==> config.mk <==
export PLATFORM = sky130hd
export DESIGN_NAME = lcdw_out_stage_flat
export DESIGN_NICKNAME = d
export VERILOG_FILES = /design/src/rtl/lcdw_pkg.sv /design/src/rtl/lcdw_if.sv /design/src/rtl/lcdw_out_stage.sv /design/src/flat_wrapper.sv
export SDC_FILE = /design/constraint.sdc
export NUM_CORES = 1
export LEC_CHECK = 0
export ABC_AREA = 1
export BUFFER_PORTS_ARGS = -buffer_cell sky130_fd_sc_hd__buf_2
export CORE_AREA = 2 2 39 41
export CTS_CLUSTER_DIAMETER = 150
export CTS_CLUSTER_SIZE = 28
export DETAILED_ROUTE_END_ITERATION = 10
export DIE_AREA = 0 0 41 43
export PLACE_DENSITY_LB_ADDON = 0.15
export SLEW_MARGIN = 40
export SYNTH_ARGS = -nofsm -noshare
export SYNTH_HDL_FRONTEND = slang
export SYNTH_SLANG_ARGS = --single-unit
==> constraint.sdc <==
create_clock -name clk -period 1.2 [get_ports clk]
set_input_delay 0 -clock clk [delete_from_list [all_inputs] [get_ports clk]]
set_output_delay 0 -clock clk [all_outputs]
set_load 0.1 [all_outputs]
==> src/rtl/lcdw_pkg.sv <==
// ----------------------------------------------------------------------------
// lcdw_pkg
// Shared types and constants of the I2C character LCD nibble writer.
// ----------------------------------------------------------------------------
`default_nettype none

package lcdw_pkg;

    localparam int BYTE_W   = 8;
    localparam int ADDR_W   = 7;
    localparam int REQ_W    = 2;
    localparam int CFG_IDX_W = 2;
    localparam int BITPOS_W = 4;

    localparam logic [REQ_W-1:0] REQ_TICK   = 2'd0;
    localparam logic [REQ_W-1:0] REQ_BYTE   = 2'd1;
    localparam logic [REQ_W-1:0] REQ_NIBBLE = 2'd2;

    localparam logic [CFG_IDX_W-1:0] CFG_DEVICE_ADDRESS = 2'd0;
    localparam logic [CFG_IDX_W-1:0] CFG_BACKLIGHT_MASK = 2'd1;
    localparam logic [CFG_IDX_W-1:0] CFG_ENABLE_MASK    = 2'd2;

    localparam logic [ADDR_W-1:0] DEVICE_ADDRESS_RST = 7'd39;
    localparam logic [BYTE_W-1:0] BACKLIGHT_MASK_RST = 8'h08;
    localparam logic [BYTE_W-1:0] ENABLE_MASK_RST    = 8'h04;

    localparam logic [BYTE_W-1:0] NIBBLE_MASK = 8'hF0;

    localparam logic [1:0] FRAME_ADDR   = 2'd0;
    localparam logic [1:0] FRAME_ENABLE = 2'd1;
    localparam logic [1:0] FRAME_DATA   = 2'd2;

    localparam logic [BITPOS_W-1:0] BITS_PER_BYTE = 4'd8;

    typedef enum logic [9:0] {
        PH_IDLE       = 10'b00_0000_0001,
        PH_START_FALL = 10'b00_0000_0010,
        PH_START_SCL  = 10'b00_0000_0100,
        PH_BIT_RISE   = 10'b00_0000_1000,
        PH_BIT_FALL   = 10'b00_0001_0000,
        PH_ACK_RISE   = 10'b00_0010_0000,
        PH_ACK_FALL   = 10'b00_0100_0000,
        PH_GAP        = 10'b00_1000_0000,
        PH_STOP_RISE  = 10'b01_0000_0000,
        PH_STOP_SDA   = 10'b10_0000_0000
    } phase_t;

    typedef struct packed {
        logic [REQ_W-1:0]  req_type;
        logic [BYTE_W-1:0] data_byte;
        logic              reg_select;
        logic              sda_in;
    } item_t;

    typedef struct packed {
        logic scl_level;
        logic sda_level;
        logic sda_drive;
        logic busy_res;
        logic nack_seen;
        logic request_done;
    } result_t;

    typedef struct packed {
        logic [ADDR_W-1:0] device_address;
        logic [BYTE_W-1:0] backlight_mask;
        logic [BYTE_W-1:0] enable_mask;
    } cfg_t;

endpackage

`default_nettype wire

==> src/rtl/lcdw_if.sv <==
// ----------------------------------------------------------------------------
// lcdw channel interfaces
// Valid/ready channels for request items, result items and register writes.
// ----------------------------------------------------------------------------
`default_nettype none


interface lcdw_result_if;
    logic valid;
    logic ready;
    logic scl_level;
    logic sda_level;
    logic sda_drive;
    logic busy_res;
    logic nack_seen;
    logic request_done;

    modport source (output valid, scl_level, sda_level, sda_drive, busy_res, nack_seen,
                    request_done, input ready);
    modport sink   (input valid, scl_level, sda_level, sda_drive, busy_res, nack_seen,
                    request_done, output ready);
endinterface


`default_nettype wire

==> src/rtl/lcdw_out_stage.sv <==
// ----------------------------------------------------------------------------
// lcdw_out_stage
// Result register: holds one result until the sink takes it.
// ----------------------------------------------------------------------------
`default_nettype none

module lcdw_out_stage
    import lcdw_pkg::*;
(
    input  logic          clk,
    input  logic          rst_n,
    input  logic          held_valid,
    input  result_t       res,
    lcdw_result_if.source result,
    output logic          step
);

    logic    valid_reg;
    logic    valid_next;
    result_t res_reg;

    assign step       = held_valid && (!valid_reg || result.ready);
    assign valid_next = step || (valid_reg && !result.ready);

    assign result.valid        = valid_reg;
    assign result.scl_level    = res_reg.scl_level;
    assign result.sda_level    = res_reg.sda_level;
    assign result.sda_drive    = res_reg.sda_drive;
    assign result.busy_res     = res_reg.busy_res;
    assign result.nack_seen    = res_reg.nack_seen;
    assign result.request_done = res_reg.request_done;

    always_ff @(posedge clk or negedge rst_n)
    begin
        if (!rst_n)
        begin
            valid_reg <= 1'b0;
        end
        else
        begin
            valid_reg <= valid_next;
        end
    end

    always_ff @(posedge clk)
    begin
        if (step)
        begin
            res_reg <= res;
        end
    end

endmodule

`default_nettype wire

==> src/flat_wrapper.sv <==
// flat-port wrapper written by rule: the top's interface ports become plain ports
module lcdw_out_stage_flat import lcdw_pkg::*;
  (clk, rst_n, held_valid, res, step, result_valid, result_scl_level, result_sda_level, result_sda_drive, result_busy_res, result_nack_seen, result_request_done, result_ready);
  lcdw_result_if result_i ();
  input  logic clk;
  input  logic rst_n;
  input  logic held_valid;
  input  result_t res;
  output logic step;
  output wire logic [$bits(result_i.valid)-1:0] result_valid;
  output wire logic [$bits(result_i.scl_level)-1:0] result_scl_level;
  output wire logic [$bits(result_i.sda_level)-1:0] result_sda_level;
  output wire logic [$bits(result_i.sda_drive)-1:0] result_sda_drive;
  output wire logic [$bits(result_i.busy_res)-1:0] result_busy_res;
  output wire logic [$bits(result_i.nack_seen)-1:0] result_nack_seen;
  output wire logic [$bits(result_i.request_done)-1:0] result_request_done;
  input wire logic [$bits(result_i.ready)-1:0] result_ready;
  assign result_valid = result_i.valid;
  assign result_scl_level = result_i.scl_level;
  assign result_sda_level = result_i.sda_level;
  assign result_sda_drive = result_i.sda_drive;
  assign result_busy_res = result_i.busy_res;
  assign result_nack_seen = result_i.nack_seen;
  assign result_request_done = result_i.request_done;
  assign result_i.ready = result_ready;
  lcdw_out_stage u_core (.clk(clk), .rst_n(rst_n), .held_valid(held_valid), .res(res), .result(result_i), .step(step));
endmodule
==> results of run 1 <==
==> worst max path at each step <==
stage,endpoint,slack [ps],cells after the start
5_1_grt,step,10,2
2_1_floorplan,u_core.result.busy_res,-510,1
3_3_place_gp,u_core.result.sda_level,120,1
4_1_cts,step,30,2
3_5_place_dp,u_core.result.sda_drive,110,1
6_report,step,60,2
==> kinds of logic after synthesis <==
logic type,synth area share
flops,0.896
simple gates,0.0328
buf+inv,0.0328
compound gates,0.0383
==> through the flow <==
stage	std cells	setup WS, ps	area (um2)	utilization
floorplan	12	-506	240	-
global placement	45	115	360	0.260
detailed placement	45	106	360	0.260
CTS	60	28.4	489	0.354
global route	60	11.9	489	0.354
finish	60	57.5	489	0.354
==> cell usage in the layout, fill, tap and decap left out <==
| master | n |
|---|---|
| sky130_fd_sc_hd__buf_2 | 16 |
| sky130_fd_sc_hd__nand2_1 | 2 |
| sky130_fd_sc_hd__clkbuf_4 | 3 |
| sky130_fd_sc_hd__buf_12 | 1 |
| sky130_fd_sc_hd__edfxtp_1 | 6 |
| sky130_fd_sc_hd__buf_4 | 3 |
| sky130_fd_sc_hd__a21oi_4 | 1 |
| sky130_fd_sc_hd__dfrtp_4 | 1 |
| sky130_fd_sc_hd__dlygate4sd3_1 | 8 |
| sky130_fd_sc_hd__inv_1 | 2 |
| sky130_fd_sc_hd__clkbuf_1 | 1 |
==> worst max-delay path, delay by kind of cell (launching register included) <==
family	cells	cell delay, ps
buffers and inverters	1	200
AO/OA/AOI/OAI	1	200
flip-flops	1	490
==> where the power goes <==
part | switching [mW] | leakage [nW] | total, mW | internal, mW
Combinational | 0.139 | 0.139 | 0.195 | 0.0560
Sequential | 0.00483 | 0.0674 | 0.287 | 0.283
Clock | 0.0788 | 0.0150 | 0.205 | 0.126
Total | 0.223 | 0.221 | 0.688 | 0.465
==> repair_timing <==
action / in CTS / in global routing
pin swaps: 1 / 1
hold buffers: 8 / 0
endpoints found under the setup margin: 1 / 1
resized for setup: 0 / 0
setup buffers: 3 / 0
endpoints found under the hold margin: 8 / 0
==> routing by layer <==
metal	part of all wire	up-vias	GRT usage
li1	-	104	-
met1	0.32	107	0.0502
met2	0.59	7	0.138
met3	0.085	0	0.0314
met4	0	0	0.0600
met5	0	-	0
==> final cells by class <==
class                   instances  area [um2]  share of cell area
flip-flops and latches          7         209               0.427
repair buffers                 28         203               0.414
inverters                       2        7.51              0.0153
multi-input cells               3        23.8              0.0486
well taps                      16        20.0              0.0409
clock buffers                   4        26.3              0.0537
==> flow_metrics.env, run 1 <==
export IMPL_synth_seq_area_share=0.896
export IMPL_hold_path_class="in2async"
export IMPL_crit_required_ps=1200
export IMPL_yosys_area_top_type_share=0.787
export IMPL_ioPinCount=18
export IMPL_synthTopCellsByArea="sky130_fd_sc_hd__edfxtp_1 79%, sky130_fd_sc_hd__dfrtp_1 11%, sky130_fd_sc_hd__a21oi_2 3.8%"
export IMPL_globalRouteOverflowTotal=0
export IMPL_synth_edff_count=6
export IMPL_antenna_cells_inserted=0
export IMPL_setup_viol_count_final=0
export IMPL_worst_path_max_delay_cell="sky130_fd_sc_hd__dfrtp_4"
export IMPL_die_y_um=43
export IMPL_clk_transition_reported_paths_ps=50
export IMPL_synth_area_um2=229
export IMPL_yosys_most_used_dff="sky130_fd_sc_hd__edfxtp_1"
export IMPL_post_route_drc_count=0
export IMPL_drive_above_1_share=0.568
export IMPL_final_hold_viol_count=0
export IMPL_post_route_wl_um=544
export IMPL_drtPass1Iterations=2
export IMPL_timing_reg2reg_worst_path_depth=2
export IMPL_cts_sink_count=7
export IMPL_crit_path_cell_trace="a21oi_4, buf_12"
export IMPL_final_max_slew_viol_count=0
export IMPL_timing_setup_tns_ps=0
export IMPL_max_slew_worst_pin_slew_ps=488
export IMPL_synth_avg_cell_area_um2=19.1
export IMPL_clock_root_buffer="sky130_fd_sc_hd__clkbuf_4"
export IMPL_ys_warn_count=0
export IMPL_synth_largest_area_cell="sky130_fd_sc_hd__edfxtp_1"
export IMPL_max_slew_margin=0.677
export IMPL_fill_cells=149
export IMPL_vias_per_cell=3.63
export IMPL_fin_total_pwr_mw=0.688
export IMPL_finalNetCount=55
export IMPL_drt_iter0_markers=2
export IMPL_post_synth_num_cell_types=5
export IMPL_critPathMaxFanout=4
export IMPL_cts_htree_levels=1
export IMPL_site_row_count=14
export IMPL_die_extent_in_x_um=41
export IMPL_worst_r2r_startpoint="u_core.result.valid"
export IMPL_crit_path_start_kind="register"
export IMPL_cpPeakStageDelay_ps=490
export IMPL_antenna_violating_nets_post_route=0
export IMPL_p_leak_nw=0.221
export IMPL_critPathLaunch="u_core.result.valid"
export IMPL_finalClockSkew_ps=0.891
export IMPL_cts_root_to_sink_buffers=2
export IMPL_cts_buf_count=3
export IMPL_outcome="finished, final reports clean"
export IMPL_detail_route_wl_per_cell_um=9.07
export IMPL_async_reset_ff_frac=0.143
export IMPL_power_ir_vdd_worst_mv=0.413
export IMPL_timing_critical_path_arrival_ps=1140
export IMPL_timing_hold_ws_ps=66.1
export IMPL_coreArea_mm2=0.00138
export IMPL_reg2reg_slack_ps=70
export IMPL_gr_usage_all_layers=0.0752
export IMPL_gp_congestion=0.587
export IMPL_num_vias=218
export IMPL_initial_core_util=0.165
export IMPL_max_cap_violations=0
export IMPL_achievable_frequency_mhz=875
export IMPL_yosys_top_cells_count="6 x sky130_fd_sc_hd__edfxtp_1, 2 x sky130_fd_sc_hd__inv_1, 2 x sky130_fd_sc_hd__nand2_1"
export IMPL_critical_path_class="reg2out"
export IMPL_worstReg2RegEnd="u_core.result.sda_drive"
export IMPL_layout_area_overhead_vs_synth_pct=114
export IMPL_portion_of_the_clock_cycle_consumed_by_the_worst_path_in_the_final_layout=0.952
export IMPL_wire_length_of_the_first_global_routing_pass_um=841
export IMPL_cts_tree="yes"
export IMPL_end_kind="output port"
export IMPL_synthMostInstantiatedCell="sky130_fd_sc_hd__edfxtp_1"
export IMPL_rsz0062_at_grt="false"
export IMPL_synthesis_nets=22
export IMPL_grt_max_degree=5
export IMPL_via_count_of_the_first_global_routing_pass=235
export IMPL_port_buffer_count=17
export IMPL_die_area_mm2=0.00176
export IMPL_worst_skew_pair_later_pin_latency_ps=240
export IMPL_power_density_mw_per_mm2=1410
export IMPL_synth_cells=12
export IMPL_final_min_clock_period_ps=1140
export IMPL_grt_antenna_before_repair=0
export IMPL_synth_seq_cells=7
(Power assumes the default switching activity.)
==> run 2: changes to the inputs <==
Clock period 1.2 ns to 1.4 ns, I/O delays scaled along.
==> flow_metrics.env, run 2 (synthesized netlist as in run 1, its figures left out) <==
export IMPL_final_max_slew_viol_count=0
export IMPL_globalRouteOverflowTotal=0
export IMPL_finalNetCount=52
export IMPL_post_cts_repair_setup_buffers=0
export IMPL_worst_skew_pair_later_pin_latency_ps=240
export IMPL_antenna_violating_nets_post_route=0
export IMPL_globalRouteMet3Util=0.0314
export IMPL_dp_cells=45
export IMPL_p_int_mw=0.392
export IMPL_final_hold_viol_count=0
export IMPL_power_share_clock=0.303
export IMPL_fin_total_pwr_mw=0.580
export IMPL_rsz0062_at_grt="false"
export IMPL_postLayoutCellArea_um2=467
export IMPL_max_cap_violations=0
export IMPL_drt_iter0_markers=1
export IMPL_crit_required_ps=1400
export IMPL_switching_share=0.325
export IMPL_power_density_mw_per_mm2=1240
export IMPL_reg2reg_slack_ps=310
export IMPL_gp_congestion=0.587
export IMPL_max_slew_worst_pin_slew_ps=488
export IMPL_num_vias=203
export IMPL_post_route_wl_um=506
export IMPL_initial_core_util=0.165
export IMPL_cts_htree_levels=1
export IMPL_cpPeakStageDelay_ps=490
export IMPL_layout_area_overhead_vs_synth_pct=104
export IMPL_layout_commonest_cell="sky130_fd_sc_hd__buf_2"
export IMPL_post_route_drc_count=0
export IMPL_cts_hold_fix_buffers=8
export IMPL_wire_length_of_the_first_global_routing_pass_um=814
export IMPL_timing_setup_tns_ps=0
export IMPL_fin_ws_ps=175
export IMPL_critPathMaxFanout=7
export IMPL_grt_max_degree=8
export IMPL_p_leak_nw=0.206
export IMPL_global_route_layer_with_the_greatest_usage="met2"
export IMPL_cts_tree="yes"
export IMPL_max_slew_margin=0.677
export IMPL_p_seq_frac=0.424
export IMPL_antenna_cells_inserted=0
export IMPL_outcome="finished, final reports clean"
export IMPL_end_kind="output port"
export IMPL_setup_viol_count_final=0
export IMPL_globalRouteMet1Util=0.0569
export IMPL_coreArea_mm2=0.00138
export IMPL_clk_transition_reported_paths_ps=50
export IMPL_cts_buf_count=3
export IMPL_ioPinCount=18
export IMPL_die_y_um=43
export IMPL_detail_route_wl_per_cell_um=8.88
export IMPL_port_buffer_count=17
export IMPL_vias_per_cell=3.56
export IMPL_layout_common_cells="16 x sky130_fd_sc_hd__buf_2, 8 x sky130_fd_sc_hd__dlygate4sd3_1, 6 x sky130_fd_sc_hd__edfxtp_1"
export IMPL_achievable_frequency_mhz=816
export IMPL_crit_path_cell_trace="a21oi_4, buf_12"
export IMPL_portion_of_the_clock_cycle_consumed_by_the_worst_path_in_the_final_layout=0.875
export IMPL_cts_sink_count=7
export IMPL_timing_hold_ws_ps=58.0
export IMPL_combPwrFrac=0.273
export IMPL_via_count_of_the_first_global_routing_pass=218
export IMPL_final_min_clock_period_ps=1230
export IMPL_timing_critical_path_arrival_ps=1230
export IMPL_die_extent_in_x_um=41
export IMPL_placedInstanceArea_um2=360
export IMPL_critical_path_class="reg2out"
export IMPL_power_ir_vdd_worst_mv=0.349
export IMPL_worst_path_max_delay_cell="sky130_fd_sc_hd__dfrtp_4"
export IMPL_drtPass1Iterations=4
export IMPL_finalClockSkew_ps=0.822
export IMPL_die_area_mm2=0.00176
export IMPL_hold_path_class="in2reg"
export IMPL_globalRouteMet2Util=0.122
export IMPL_cts_root_to_sink_buffers=2
export IMPL_preCtsSetupSlack_ps=306
export IMPL_gr_usage_all_layers=0.0722
export IMPL_crit_path_start_kind="register"
export IMPL_grt_antenna_before_repair=0
export IMPL_post_cts_resized_instances=0
export IMPL_final_cells=57
export IMPL_post_route_core_utilization=0.337
export IMPL_drive_above_1_share=0.537
export IMPL_p_sw_mw=0.189
export IMPL_clock_root_buffer="sky130_fd_sc_hd__clkbuf_4"
export IMPL_site_row_count=14
==> run 2: cell types whose count changed in the layout (fill, tap and decap cells not counted) <==
cell                    before  now
sky130_fd_sc_hd__buf_4       3    0
==> run 2: critical path: cells and delay by family (launching register included) <==
family | cells | cell delay [ps]
DFF | 1 | 490
AOI/OAI and AO/OA | 1 | 270
buffers and inverters | 1 | 220
==> run 2: power groups by stage <==
stage	Sequential (mW)	Combinational (mW)	Clock (mW)
floorplan	0.334	0.0254	0
global placement	0.250	0.141	0
detailed placement	0.250	0.142	0
CTS	0.246	0.160	0.182
global route	0.247	0.165	0.197
finish	0.246	0.158	0.176
==> run 2: layout make-up <==
class                   instances  area [um2]
inverters                       2        7.51
repair buffers                 25         180
flip-flops and latches          7         209
clock buffers                   4        26.3
fillers                       148         917
well taps                      16        20.0
multi-input cells               3        23.8
==> run 2: final timing paths <==
check                           cells past startpoint                 endpoint           startpoint
worst max-delay path                                2                     step  u_core.result.valid
worst min-delay path                                4      u_core.result.valid         result_ready
worst max register to register                      1  u_core.result.sda_drive  u_core.result.valid
worst min register to register                      2      u_core.result.valid  u_core.result.valid
max in group asynchronous                           2      u_core.result.valid                rst_n
min in group asynchronous                           2      u_core.result.valid                rst_n
==> run 2: per-layer routing <==
layer  share of wire  up-vias
met5               0        -
met4               0        0
met3           0.091        0
met2            0.56        7
met1            0.35       98
li1                -       98
