`config.mk`:
```
export PLATFORM = sky130hd
export DESIGN_NAME = lcdw_engine
export DESIGN_NICKNAME = d
export VERILOG_FILES = /design/src/rtl/lcdw_pkg.sv /design/src/rtl/lcdw_engine.sv
export SDC_FILE = /design/constraint.sdc
export NUM_CORES = 1
export LEC_CHECK = 0
export BUFFER_PORTS_ARGS = -buffer_cell sky130_fd_sc_hd__buf_2
export CORE_ASPECT_RATIO = 1.5
export CORE_UTILIZATION = 40
export CTS_CLUSTER_DIAMETER = 60
export DETAILED_ROUTE_END_ITERATION = 7
export GPL_TIMING_DRIVEN = 0
export MAX_ROUTING_LAYER = met4
export PLACE_DENSITY = 0.67
export SETUP_SLACK_MARGIN = 0.05
export SLEW_MARGIN = 20
export SYNTH_ARGS = -nofsm -noshare
export SYNTH_HDL_FRONTEND = slang
export SYNTH_SLANG_ARGS = --single-unit
```
`constraint.sdc`:
```
create_clock -name clk -period 2.45 [get_ports clk]
set_input_delay 0.49 -clock clk [delete_from_list [all_inputs] [get_ports clk]]
set_output_delay 0.49 -clock clk [all_outputs]
set_load 0.01 [all_outputs]
```
`src/rtl/lcdw_pkg.sv`:
```
// ----------------------------------------------------------------------------
// lcdw_pkg
// Shared types and constants of the I2C character LCD nibble writer.
// ----------------------------------------------------------------------------
`default_nettype none

package lcdw_pkg;

    localparam int BYTE_W   = 8;
    localparam int ADDR_W   = 7;
    localparam int REQ_W    = 2;
    localparam int CFG_IDX_W = 2;
    localparam int BITPOS_W = 4;

    localparam logic [REQ_W-1:0] REQ_TICK   = 2'd0;
    localparam logic [REQ_W-1:0] REQ_BYTE   = 2'd1;
    localparam logic [REQ_W-1:0] REQ_NIBBLE = 2'd2;

    localparam logic [CFG_IDX_W-1:0] CFG_DEVICE_ADDRESS = 2'd0;
    localparam logic [CFG_IDX_W-1:0] CFG_BACKLIGHT_MASK = 2'd1;
    localparam logic [CFG_IDX_W-1:0] CFG_ENABLE_MASK    = 2'd2;

    localparam logic [ADDR_W-1:0] DEVICE_ADDRESS_RST = 7'd39;
    localparam logic [BYTE_W-1:0] BACKLIGHT_MASK_RST = 8'h08;
    localparam logic [BYTE_W-1:0] ENABLE_MASK_RST    = 8'h04;

    localparam logic [BYTE_W-1:0] NIBBLE_MASK = 8'hF0;

    localparam logic [1:0] FRAME_ADDR   = 2'd0;
    localparam logic [1:0] FRAME_ENABLE = 2'd1;
    localparam logic [1:0] FRAME_DATA   = 2'd2;

    localparam logic [BITPOS_W-1:0] BITS_PER_BYTE = 4'd8;

    typedef enum logic [9:0] {
        PH_IDLE       = 10'b00_0000_0001,
        PH_START_FALL = 10'b00_0000_0010,
        PH_START_SCL  = 10'b00_0000_0100,
        PH_BIT_RISE   = 10'b00_0000_1000,
        PH_BIT_FALL   = 10'b00_0001_0000,
        PH_ACK_RISE   = 10'b00_0010_0000,
        PH_ACK_FALL   = 10'b00_0100_0000,
        PH_GAP        = 10'b00_1000_0000,
        PH_STOP_RISE  = 10'b01_0000_0000,
        PH_STOP_SDA   = 10'b10_0000_0000
    } phase_t;

    typedef struct packed {
        logic [REQ_W-1:0]  req_type;
        logic [BYTE_W-1:0] data_byte;
        logic              reg_select;
        logic              sda_in;
    } item_t;

    typedef struct packed {
        logic scl_level;
        logic sda_level;
        logic sda_drive;
        logic busy_res;
        logic nack_seen;
        logic request_done;
    } result_t;

    typedef struct packed {
        logic [ADDR_W-1:0] device_address;
        logic [BYTE_W-1:0] backlight_mask;
        logic [BYTE_W-1:0] enable_mask;
    } cfg_t;

endpackage

`default_nettype wire

```
`src/rtl/lcdw_engine.sv`:
```
// ----------------------------------------------------------------------------
// lcdw_engine
// Bus schedule state: one half-bit step of SCL/SDA per tick, request loading.
// ----------------------------------------------------------------------------
`default_nettype none

module lcdw_engine
    import lcdw_pkg::*;
(
    input  logic    clk,
    input  logic    rst_n,
    input  logic    step,
    input  item_t   in_item,
    input  cfg_t    cfg,
    output result_t res
);

    phase_t              phase_reg,   phase_next;
    logic [BITPOS_W-1:0] bit_pos_reg, bit_pos_next;
    logic [1:0]          frame_reg,   frame_next;
    logic                second_reg,  second_next;
    logic [BYTE_W-1:0]   shift_reg,   shift_next;
    logic [BYTE_W-1:0]   held_reg,    held_next;
    logic                rs_reg,      rs_next;
    logic                nack_reg,    nack_next;
    logic                scl_reg,     scl_next;
    logic                sda_reg,     sda_next;
    logic                done;
    logic [BYTE_W-1:0]   expander;
    logic [BITPOS_W-1:0] bit_inc;

    assign expander = (held_reg & NIBBLE_MASK) | {{(BYTE_W-1){1'b0}}, rs_reg}
                      | cfg.backlight_mask;
    assign bit_inc  = bit_pos_reg + 4'd1;

    always_comb
    begin
        phase_next   = phase_reg;
        bit_pos_next = bit_pos_reg;
        frame_next   = frame_reg;
        second_next  = second_reg;
        shift_next   = shift_reg;
        held_next    = held_reg;
        rs_next      = rs_reg;
        nack_next    = nack_reg;
        scl_next     = scl_reg;
        sda_next     = sda_reg;
        done         = 1'b0;

        if (step)
        begin
            unique case (in_item.req_type) inside
                REQ_TICK:
                begin
                    unique case (phase_reg)
                        PH_IDLE: ;
                        PH_START_FALL:
                        begin
                            sda_next   = 1'b0;
                            phase_next = PH_START_SCL;
                        end
                        PH_START_SCL:
                        begin
                            scl_next     = 1'b0;
                            shift_next   = {cfg.device_address, 1'b0};
                            frame_next   = FRAME_ADDR;
                            bit_pos_next = '0;
                            phase_next   = PH_BIT_RISE;
                        end
                        PH_BIT_RISE:
                        begin
                            sda_next   = shift_reg[BYTE_W-1];
                            scl_next   = 1'b1;
                            phase_next = PH_BIT_FALL;
                        end
                        PH_BIT_FALL:
                        begin
                            scl_next     = 1'b0;
                            shift_next   = {shift_reg[BYTE_W-2:0], 1'b0};
                            bit_pos_next = bit_inc;
                            phase_next   = (bit_inc >= BITS_PER_BYTE) ? PH_ACK_RISE
                                                                      : PH_BIT_RISE;
                        end
                        PH_ACK_RISE:
                        begin
                            scl_next   = 1'b1;
                            phase_next = PH_ACK_FALL;
                        end
                        PH_ACK_FALL:
                        begin
                            scl_next = 1'b0;
                            if (in_item.sda_in)
                            begin
                                nack_next  = 1'b1;
                                sda_next   = 1'b0;
                                phase_next = PH_STOP_RISE;
                            end
                            else if (frame_reg == FRAME_ADDR)
                            begin
                                shift_next   = expander | cfg.enable_mask;
                                frame_next   = FRAME_ENABLE;
                                bit_pos_next = '0;
                                phase_next   = PH_BIT_RISE;
                            end
                            else if (frame_reg == FRAME_ENABLE)
                            begin
                                phase_next = PH_GAP;
                            end
                            else
                            begin
                                sda_next   = 1'b0;
                                phase_next = PH_STOP_RISE;
                            end
                        end
                        PH_GAP:
                        begin
                            shift_next   = expander;
                            frame_next   = FRAME_DATA;
                            bit_pos_next = '0;
                            phase_next   = PH_BIT_RISE;
                        end
                        PH_STOP_RISE:
                        begin
                            scl_next   = 1'b1;
                            phase_next = PH_STOP_SDA;
                        end
                        PH_STOP_SDA:
                        begin
                            sda_next = 1'b1;
                            if (second_reg)
                            begin
                                second_next = 1'b0;
                                held_next   = {held_reg[BYTE_W-5:0], 4'b0000};
                                phase_next  = PH_START_FALL;
                            end
                            else
                            begin
                                phase_next = PH_IDLE;
                                done       = 1'b1;
                            end
                        end
                        default: phase_next = PH_IDLE;
                    endcase
                end
                REQ_BYTE, REQ_NIBBLE:
                begin
                    if (phase_reg == PH_IDLE)
                    begin
                        held_next    = in_item.data_byte;
                        rs_next      = in_item.reg_select;
                        second_next  = (in_item.req_type == REQ_BYTE);
                        nack_next    = 1'b0;
                        bit_pos_next = '0;
                        frame_next   = FRAME_ADDR;
                        phase_next   = PH_START_FALL;
                    end
                end
                default: ;
            endcase
        end
    end

    assign res.scl_level    = scl_next;
    assign res.sda_level    = sda_next;
    assign res.sda_drive    = (phase_next != PH_ACK_FALL);
    assign res.busy_res     = (phase_next != PH_IDLE);
    assign res.nack_seen    = nack_next;
    assign res.request_done = done;

    always_ff @(posedge clk or negedge rst_n)
    begin
        if (!rst_n)
        begin
            phase_reg   <= PH_IDLE;
            bit_pos_reg <= '0;
            frame_reg   <= FRAME_ADDR;
            second_reg  <= 1'b0;
            shift_reg   <= '0;
            held_reg    <= '0;
            rs_reg      <= 1'b0;
            nack_reg    <= 1'b0;
            scl_reg     <= 1'b1;
            sda_reg     <= 1'b1;
        end
        else
        begin
            phase_reg   <= phase_next;
            bit_pos_reg <= bit_pos_next;
            frame_reg   <= frame_next;
            second_reg  <= second_next;
            shift_reg   <= shift_next;
            held_reg    <= held_next;
            rs_reg      <= rs_next;
            nack_reg    <= nack_next;
            scl_reg     <= scl_next;
            sda_reg     <= sda_next;
        end
    end

endmodule

`default_nettype wire

```
==> impl_results.rst, run 1 <==
.. list-table::
   :header-rows: 1

   * - Metric
     - Value
   * - TritonCTS clock tree
     - yes
   * - Timing endpoint of the critical path
     - res[3]
   * - Pin slew with the least headroom to its limit
     - just over 0.8 ns
   * - Overflow left after global routing
     - 0
   * - Count of final hold-check violations
     - 0
   * - TritonCTS buffer count
     - 5
   * - Parity-gate share of the synthesized area counting xor and xnor cells
     - 0.0261
   * - Final setup violating endpoints
     - 19
   * - Fraction of the cycle the final worst path needs
     - 1.21
   * - Yosys cell types
     - 53
   * - Synthesized-area fraction occupied by ao, oa, aoi and oai cells
     - 0.224
   * - Unrepaired setup endpoints after global routing
     - yes
   * - Share of total power in combinational logic
     - 0.425
   * - Sw Ratio
     - 0.341
   * - Ys Warns
     - 0
   * - Worst R2R Path Depth
     - 14
   * - Worst path setup slack after routing
     - -0.503 ns
   * - Utilization after layout
     - 0.620
   * - Max IR drop VDD
     - about 0.53 mV
   * - Clock latency on the worst-skew pair
     - 0.29 ns
   * - Classification of the worst setup path
     - flop to primary output
   * - Synthesized area per cell
     - between 8 and 9 sq um
   * - Synth async-reset ratio
     - 1.00
   * - Proportion of synthesized chip area in sequential cells
     - 0.396
   * - Total number of placement rows
     - 33
   * - Synth Area in Simple Gates
     - 0.232
   * - Floorplan die area
     - approximately 6000 sq um
   * - Initial cell density of the core
     - 0.421
   * - Power spent charging and discharging nets
     - 864 uW
   * - Launch point of the worst reg-to-reg path
     - phase_reg[6]$_DFF_PN0_
   * - Data required time of the worst path
     - around 2.0 ns
   * - Drt via density
     - just under 6
   * - Total number of nets in the final design
     - ~410
   * - Clock H-tree levels
     - 2
   * - Die boundary height
     - approximately 96 um
   * - Number of cells produced by synthesis
     - between 200 and 300
   * - Root buffer selected by CTS
     - clkbuf_8
   * - Share of cell area taken by muxes after synthesis
     - 0.0309
   * - Placer congestion estimate
     - about 0.9
   * - Mapped Nets
     - between 300 and 400
   * - Global-route total usage across every layer
     - 0.238
   * - Peak Freq
     - approximately 340 MHz
   * - Num ports
     - 44
   * - Number of global-route vias before repair
     - 2,347
   * - Ant. Diodes
     - 0
   * - Internal Dissipation
     - between 1500 and 2000 uW
   * - Worst Setup End Kind
     - primary output
   * - Skew final
     - 0.0126 ns
   * - Drt wl/cell
     - 17.1 um
   * - First-pass iteration count of the detailed router
     - 7
   * - Flop2flop setup slack
     - -0.36 ns
   * - Slew Limit Headroom
     - 0.457
   * - Area of the placeable core
     - 5570 sq um
   * - Outcome
     - finished, violations left
   * - Arrival time at the worst endpoint
     - roughly 2.5 ns
   * - Flip-flop count of the largest register after layout
     - 10
   * - Worst Setup SP
     - phase_reg[6]$_DFF_PN0_
   * - Clock input transition at the sequential cells of the worst setup and hold paths
     - 0.09 ns
   * - Post-Route WL
     - 7570 um
   * - Pwr Density
     - between 700 and 800 nW/um^2
   * - Number of buffers on the longest clock path
     - 2
   * - Class of the tightest hold or removal check
     - input pin to async pin
   * - Buffers on Ports
     - 43
   * - Clk sink count
     - 37
   * - Most frequent cells in the layout
     - 41 x buf_2, 39 x buf_4, 32 x dfrtp_1
   * - Most common cell after layout, fill and taps aside
     - buf_2
   * - Standby leakage power
     - about 0.0016 uW
   * - Leading area contributor after synthesis
     - dfrtp_1
   * - Synth Area in Adders
     - 0.0213
   * - TNS Setup
     - -4.92 ns
   * - Yosys reg bits
     - 37
   * - Die span in x
     - between 60 and 70 um
   * - Total count of max-transition violations in the final report
     - 0
   * - Max-Cap Viols
     - 0
   * - Destination of the worst register-to-register timing path
     - scl_reg$_DFF_PN1_
   * - Post-synthesis cell area
     - 2340 sq um
   * - CTS Hold Bufs
     - 0
   * - Ranking of synthesized cells by area
     - dfrtp_1 36%, nand2_1 5.9%, o21ai_0 4.9%
   * - Post-synth EDFFs
     - 0
   * - Proportion of power drawn by the clock network
     - 0.221
   * - Startpoint type of the worst setup path
     - flop
   * - Sequential fraction of design power
     - 0.353
   * - Total number of vias
     - ~2,600
   * - DRC violation count after routing
     - 0
   * - Share of the synthesized area in the top cell type
     - 0.363
   * - Global-route wire length before repair
     - 10,900 um
   * - Final critical delay including setup and external delays
     - ~3 ns
   * - Most used flip-flop cell after synthesis
     - dfrtp_1
   * - Detail Route Antenna Nets
     - 0
   * - Layout cells sized above 1
     - 0.434
   * - Area growth from synthesis to layout
     - 47.3%
   * - Largest net degree at the start of global routing
     - 38
   * - Dominant combinational cell family by area after synthesis
     - simple AND/OR/NAND/NOR gates
   * - Initial antenna violation count
     - 0
   * - Worst-path fanout max
     - 6
   * - DRC marker count from the first detailed-route iteration
     - just over 200
   * - Sum of net half-perimeters after detailed placement
     - between 4000 and 5000 um
   * - Violations in the final reports
     - negative setup slack
## metrics by stage
stage | instances | hold slack, ns | area [sq um] | total power (uW) | setup slack [ns]
6_report | 443 | 0.278 | 3450 | 2530 | -0.503
5_1_grt | 443 | 0.355 | 3450 | 2670 | -0.619
4_1_cts | 420 | 0.315 | 3130 | 2330 | -0.459
3_5_place_dp | 393 | 0.476 | 2710 | 1580 | -0.549
3_3_place_gp | 393 | 0.462 | 2710 | 1560 | -0.577
2_1_floorplan | 280 | 0.194 | 2400 | 1380 | 0.0126
## power by group through the flow
stage | clock network, uW | logic [uW] | registers (uW)
detailed placement | 0 | 693 | 887
CTS | 571 | 883 | 876
global route | 591 | 1160 | 916
finish | 561 | 1080 | 895
floorplan | 0 | 519 | 859
global placement | 0 | 678 | 880
## cell type report
| class | count | area, sq um |
|---|---|---|
| buffer | 17 | 148 |
| clock inverter | 2 | 37.5 |
| sequential | 37 | 932 |
| clock buffer | 6 | 82.6 |
| fill | 480 | 2120 |
| inverter | 11 | 41.3 |
| tap | 70 | 87.6 |
| timing repair buffer | 93 | 667 |
| multi-input combinational | 207 | 1460 |
## per-layer routing
| metal | vias up | share of wire | GRT usage |
|---|---|---|---|
| met5 | - | 0 | - |
| met2 | 126 | 0.52 | 0.396 |
| met1 | 1280 | 0.38 | 0.267 |
| li1 | 1193 | - | - |
| met3 | 35 | 0.050 | 0.0403 |
| met4 | 0 | 0.047 | 0.141 |
## how the worst min path moves through the flow
stage	start	endpoint	slack (ns)	depth (start not counted)
6_report	rst_n	phase_reg[7]$_DFF_PN0_	0.28	1
3_5_place_dp	held_reg[3]$_DFFE_PN0P_	held_reg[3]$_DFFE_PN0P_	0.48	2
4_1_cts	rst_n	phase_reg[7]$_DFF_PN0_	0.31	1
3_3_place_gp	held_reg[3]$_DFFE_PN0P_	held_reg[3]$_DFFE_PN0P_	0.46	2
2_1_floorplan	rst_n	bit_pos_reg[0]$_DFFE_PN0P_	0.19	0
5_1_grt	rst_n	phase_reg[1]$_DFF_PN0_	0.36	1
## critical path, cell delays in order, from the launching register on
cell	delay, ns
dfrtp_1	0.38
buf_6	0.13
or4_4	0.50
buf_6	0.14
nor3_4	0.26
buf_6	0.15
a32o_2	0.21
nor3b_2	0.17
nand3_1	0.08
buf_2	0.14
## cell families (layout without fill, tap and decap cells)
group / after synthesis / count (layout)
adders and majority gates: 4 / 4
AOI/OAI and AO/OA: 79 / 79
and+or+nand+nor: 110 / 110
DFF: 37 / 37
xor gates and xnor gates: 7 / 7
buffers and inverters: 36 / 129
muxes: 7 / 7
## repair_timing
item                       in CTS  in global routing
setup endpoints to repair      30                 28
setup buffers                  24                 31
gates cloned                    0                  0
gates resized for setup        37                 46
pin swaps                       5                 20
## Yosys cell counts, drive strengths merged, types with 7 or more instances
cell type,n
clkbuf,16
nor3,10
nand3,8
a221oi,7
nand2,37
a21oi,12
nand4,7
o21ai,31
nor2,20
inv,11
buf,9
dfrtp,34
(Power assumes the default switching activity.)
==> run 2: changes to the inputs <==
--- a/config.mk
+++ b/config.mk
@@ -6,9 +6,9 @@
 export NUM_CORES = 1
 export LEC_CHECK = 0
 export BUFFER_PORTS_ARGS = -buffer_cell sky130_fd_sc_hd__buf_2
-export CORE_ASPECT_RATIO = 1.5
+export CORE_ASPECT_RATIO = 1.75
 export CORE_UTILIZATION = 40
-export CTS_CLUSTER_DIAMETER = 60
+export CTS_CLUSTER_DIAMETER = 120
 export DETAILED_ROUTE_END_ITERATION = 7
 export GPL_TIMING_DRIVEN = 0
 export MAX_ROUTING_LAYER = met4
==> constraint.sdc (replaced) <==
create_clock -name clk -period 2.45 [get_ports clk]
set_input_delay 0 -clock clk [delete_from_list [all_inputs] [get_ports clk]]
set_output_delay 0 -clock clk [all_outputs]
set_load 0.01 [all_outputs]
==> impl_results.rst, run 2 (synthesis gave the netlist of run 1 again) <==
.. list-table::
   :header-rows: 1

   * - Metric
     - Value
   * - Area growth from synthesis to layout
     - 41.3%
   * - Buffers on Ports
     - 43
   * - Unrepaired setup endpoints after global routing
     - yes
   * - Placer congestion estimate
     - approximately 0.95
   * - Sequential Area
     - 932 sq um
   * - TritonCTS clock tree
     - yes
   * - M1 WL
     - approximately 2600 um
   * - Worst Setup End Kind
     - flop
   * - Peak Freq
     - 400 MHz
   * - Violations in the final reports
     - negative hold slack, negative setup slack
   * - Flop2flop setup slack
     - -0.05 ns
   * - Hold Path Depth
     - 3
   * - Arrival time at the worst endpoint
     - around 2.7 ns
   * - Utilization after layout
     - 0.593
   * - Number of inserted filler cells in the final layout
     - around 520
   * - Global-route total usage across every layer
     - 0.238
   * - Pin slew with the least headroom to its limit
     - approximately 0.85 ns
   * - Slew Limit Headroom
     - 0.436
   * - Total count of max-transition violations in the final report
     - 0
   * - Startpoint type of the worst setup path
     - flop
   * - Drt wl/cell
     - between 15 and 20 um
   * - Pwr Density
     - 679 nW/um^2
   * - Clock H-tree levels
     - 2
   * - Total number of vias
     - approximately 2,400
   * - DRC marker count from the first detailed-route iteration
     - 108
   * - Detail Route met2 WL
     - 3570 um
   * - Cell Count Post-Placement
     - 399
   * - Final setup violating endpoints
     - 10
   * - Layout cells sized above 1
     - 0.354
   * - Overflow left after global routing
     - 0
   * - TritonCTS buffer count
     - 5
   * - Area of the placeable core
     - approximately 5600 sq um
   * - Top metal layer carrying routed signals
     - met4
   * - Area of combinational cells with multiple inputs
     - 1420 sq um
   * - Class of the tightest hold or removal check
     - input pin to flop
   * - Number of buffers on the longest clock path
     - 2
   * - Detail Route Antenna Nets
     - 0
   * - Global-route wire length before repair
     - between 10,000 and 15,000 um
   * - Count of final hold-check violations
     - 1
   * - Most frequent cells in the layout
     - 43 x buf_2, 32 x dfrtp_1, 29 x nand2_1
   * - Max IR drop VDD
     - 0.455 mV
   * - Fraction of the cycle the final worst path needs
     - 1.02
   * - Classification of the worst setup path
     - flop to flop
   * - Final critical delay including setup and external delays
     - between 2 and 3 ns
   * - Worst R2R Path Depth
     - 9
   * - Total number of placement rows
     - 36
   * - Initial cell density of the core
     - 0.420
   * - Sum of net half-perimeters after detailed placement
     - ~4600 um
   * - Most common cell after layout, fill and taps aside
     - buf_2
   * - DRC violation count after routing
     - 0
   * - Hold slack final
     - -0.00172 ns
   * - Die span in x
     - 59.9 um
   * - Total number of nets in the final design
     - 405
   * - Skew final
     - slightly below 0.005 ns
   * - Num ports
     - 44
   * - Routed wire length on met3
     - ~280 um
   * - Largest net degree at the start of global routing
     - 38
   * - Drt via density
     - 5.48
   * - First-pass iteration count of the detailed router
     - 5
   * - Flip-flop count of the largest register after layout
     - 10
   * - Max-Cap Viols
     - 0
   * - Outcome
     - finished, violations left
   * - Clock latency on the worst-skew pair
     - roughly 0.30 ns
   * - Floorplan die area
     - 6180 sq um
   * - Die boundary height
     - around 100 um
   * - Worst-path fanout max
     - 5
   * - Post-Route WL
     - 6690 um
   * - Worst path setup slack after routing
     - -0.0527 ns
   * - Root buffer selected by CTS
     - clkbuf_8
   * - Ant. Diodes
     - 0
   * - Data required time of the worst path
     - between 2 and 3 ns
   * - Standby leakage power
     - around 0.0015 uW
   * - Number of global-route vias before repair
     - approximately 2,300
   * - Clock input transition at the sequential cells of the worst setup and hold paths
     - roughly 0.080 ns
   * - Clk sink count
     - 37
   * - Post-route non-filler standard cell count
     - between 400 and 500
   * - Initial antenna violation count
     - 0
-- run 2: per-stage QoR --
stage / TNS (ns) / cell area [sq um] / worst slack (ns) / power [uW]
after floorplan: 0 / 2370 / 0.0144 / 1360
after global placement: -8.23 / 2680 / -0.396 / 1550
after detailed placement: -7.55 / 2680 / -0.388 / 1560
after CTS: -0.491 / 3240 / -0.0550 / 2210
after global routing: -1.08 / 3310 / -0.103 / 2380
final: -0.401 / 3310 / -0.0527 / 2250
-- run 2: worst paths after layout --
path / start / end
worst min-delay path: cfg[6] / shift_reg[6]$_DFFE_PN0P_
worst max register to register: phase_reg[6]$_DFF_PN0_ / shift_reg[6]$_DFFE_PN0P_
min in group asynchronous: rst_n / phase_reg[8]$_DFF_PN0_
worst max-delay path: phase_reg[6]$_DFF_PN0_ / shift_reg[6]$_DFFE_PN0P_
worst min register to register: held_reg[4]$_DFFE_PN0P_ / held_reg[4]$_DFFE_PN0P_
max in group asynchronous: rst_n / phase_reg[5]$_DFF_PN0_
-- run 2: layout make-up --
| type | count | area share |
|---|---|---|
| inverters | 11 | 0.0125 |
| multi-input cells | 207 | 0.429 |
| flip-flops and latches | 37 | 0.281 |
| clock inverters | 2 | 0.00415 |
| plain buffers | 19 | 0.0393 |
| repair buffers | 82 | 0.180 |
| well taps | 76 | 0.0287 |
| clock buffers | 6 | 0.0249 |
-- run 2: metal layers --
layer | track usage | up-vias
li1 | - | 1177
met1 | 0.264 | 1142
met2 | 0.397 | 71
met3 | 0.0386 | 20
met4 | 0.136 | 0
met5 | - | -
-- run 2: where the power goes --
group	switching, uW	total, uW	internal, uW
Sequential	127	905	778
Combinational	431	881	450
Clock	235	463	228
Total	793	2250	1460
-- run 2: timing repair --
action / 4_1_cts / 5_1_grt
pin swaps: 12 / 8
buffers inserted: 20 / 3
setup endpoints to repair: 34 / 27
hold buffers: 14 / 1
endpoints found under the hold margin: 46 / 1
gates cloned: 1 / 0
gates resized for setup: 41 / 24
-- run 2: worst max-delay path, stage by stage (launching register included) --
cell	delay [ns]
dfrtp_1	0.38
buf_6	0.12
or4_4	0.49
or4_4	0.54
a22o_1	0.24
or2_1	0.24
buf_6	0.14
buf_16	0.14
nand2_4	0.05
o21ai_2	0.05
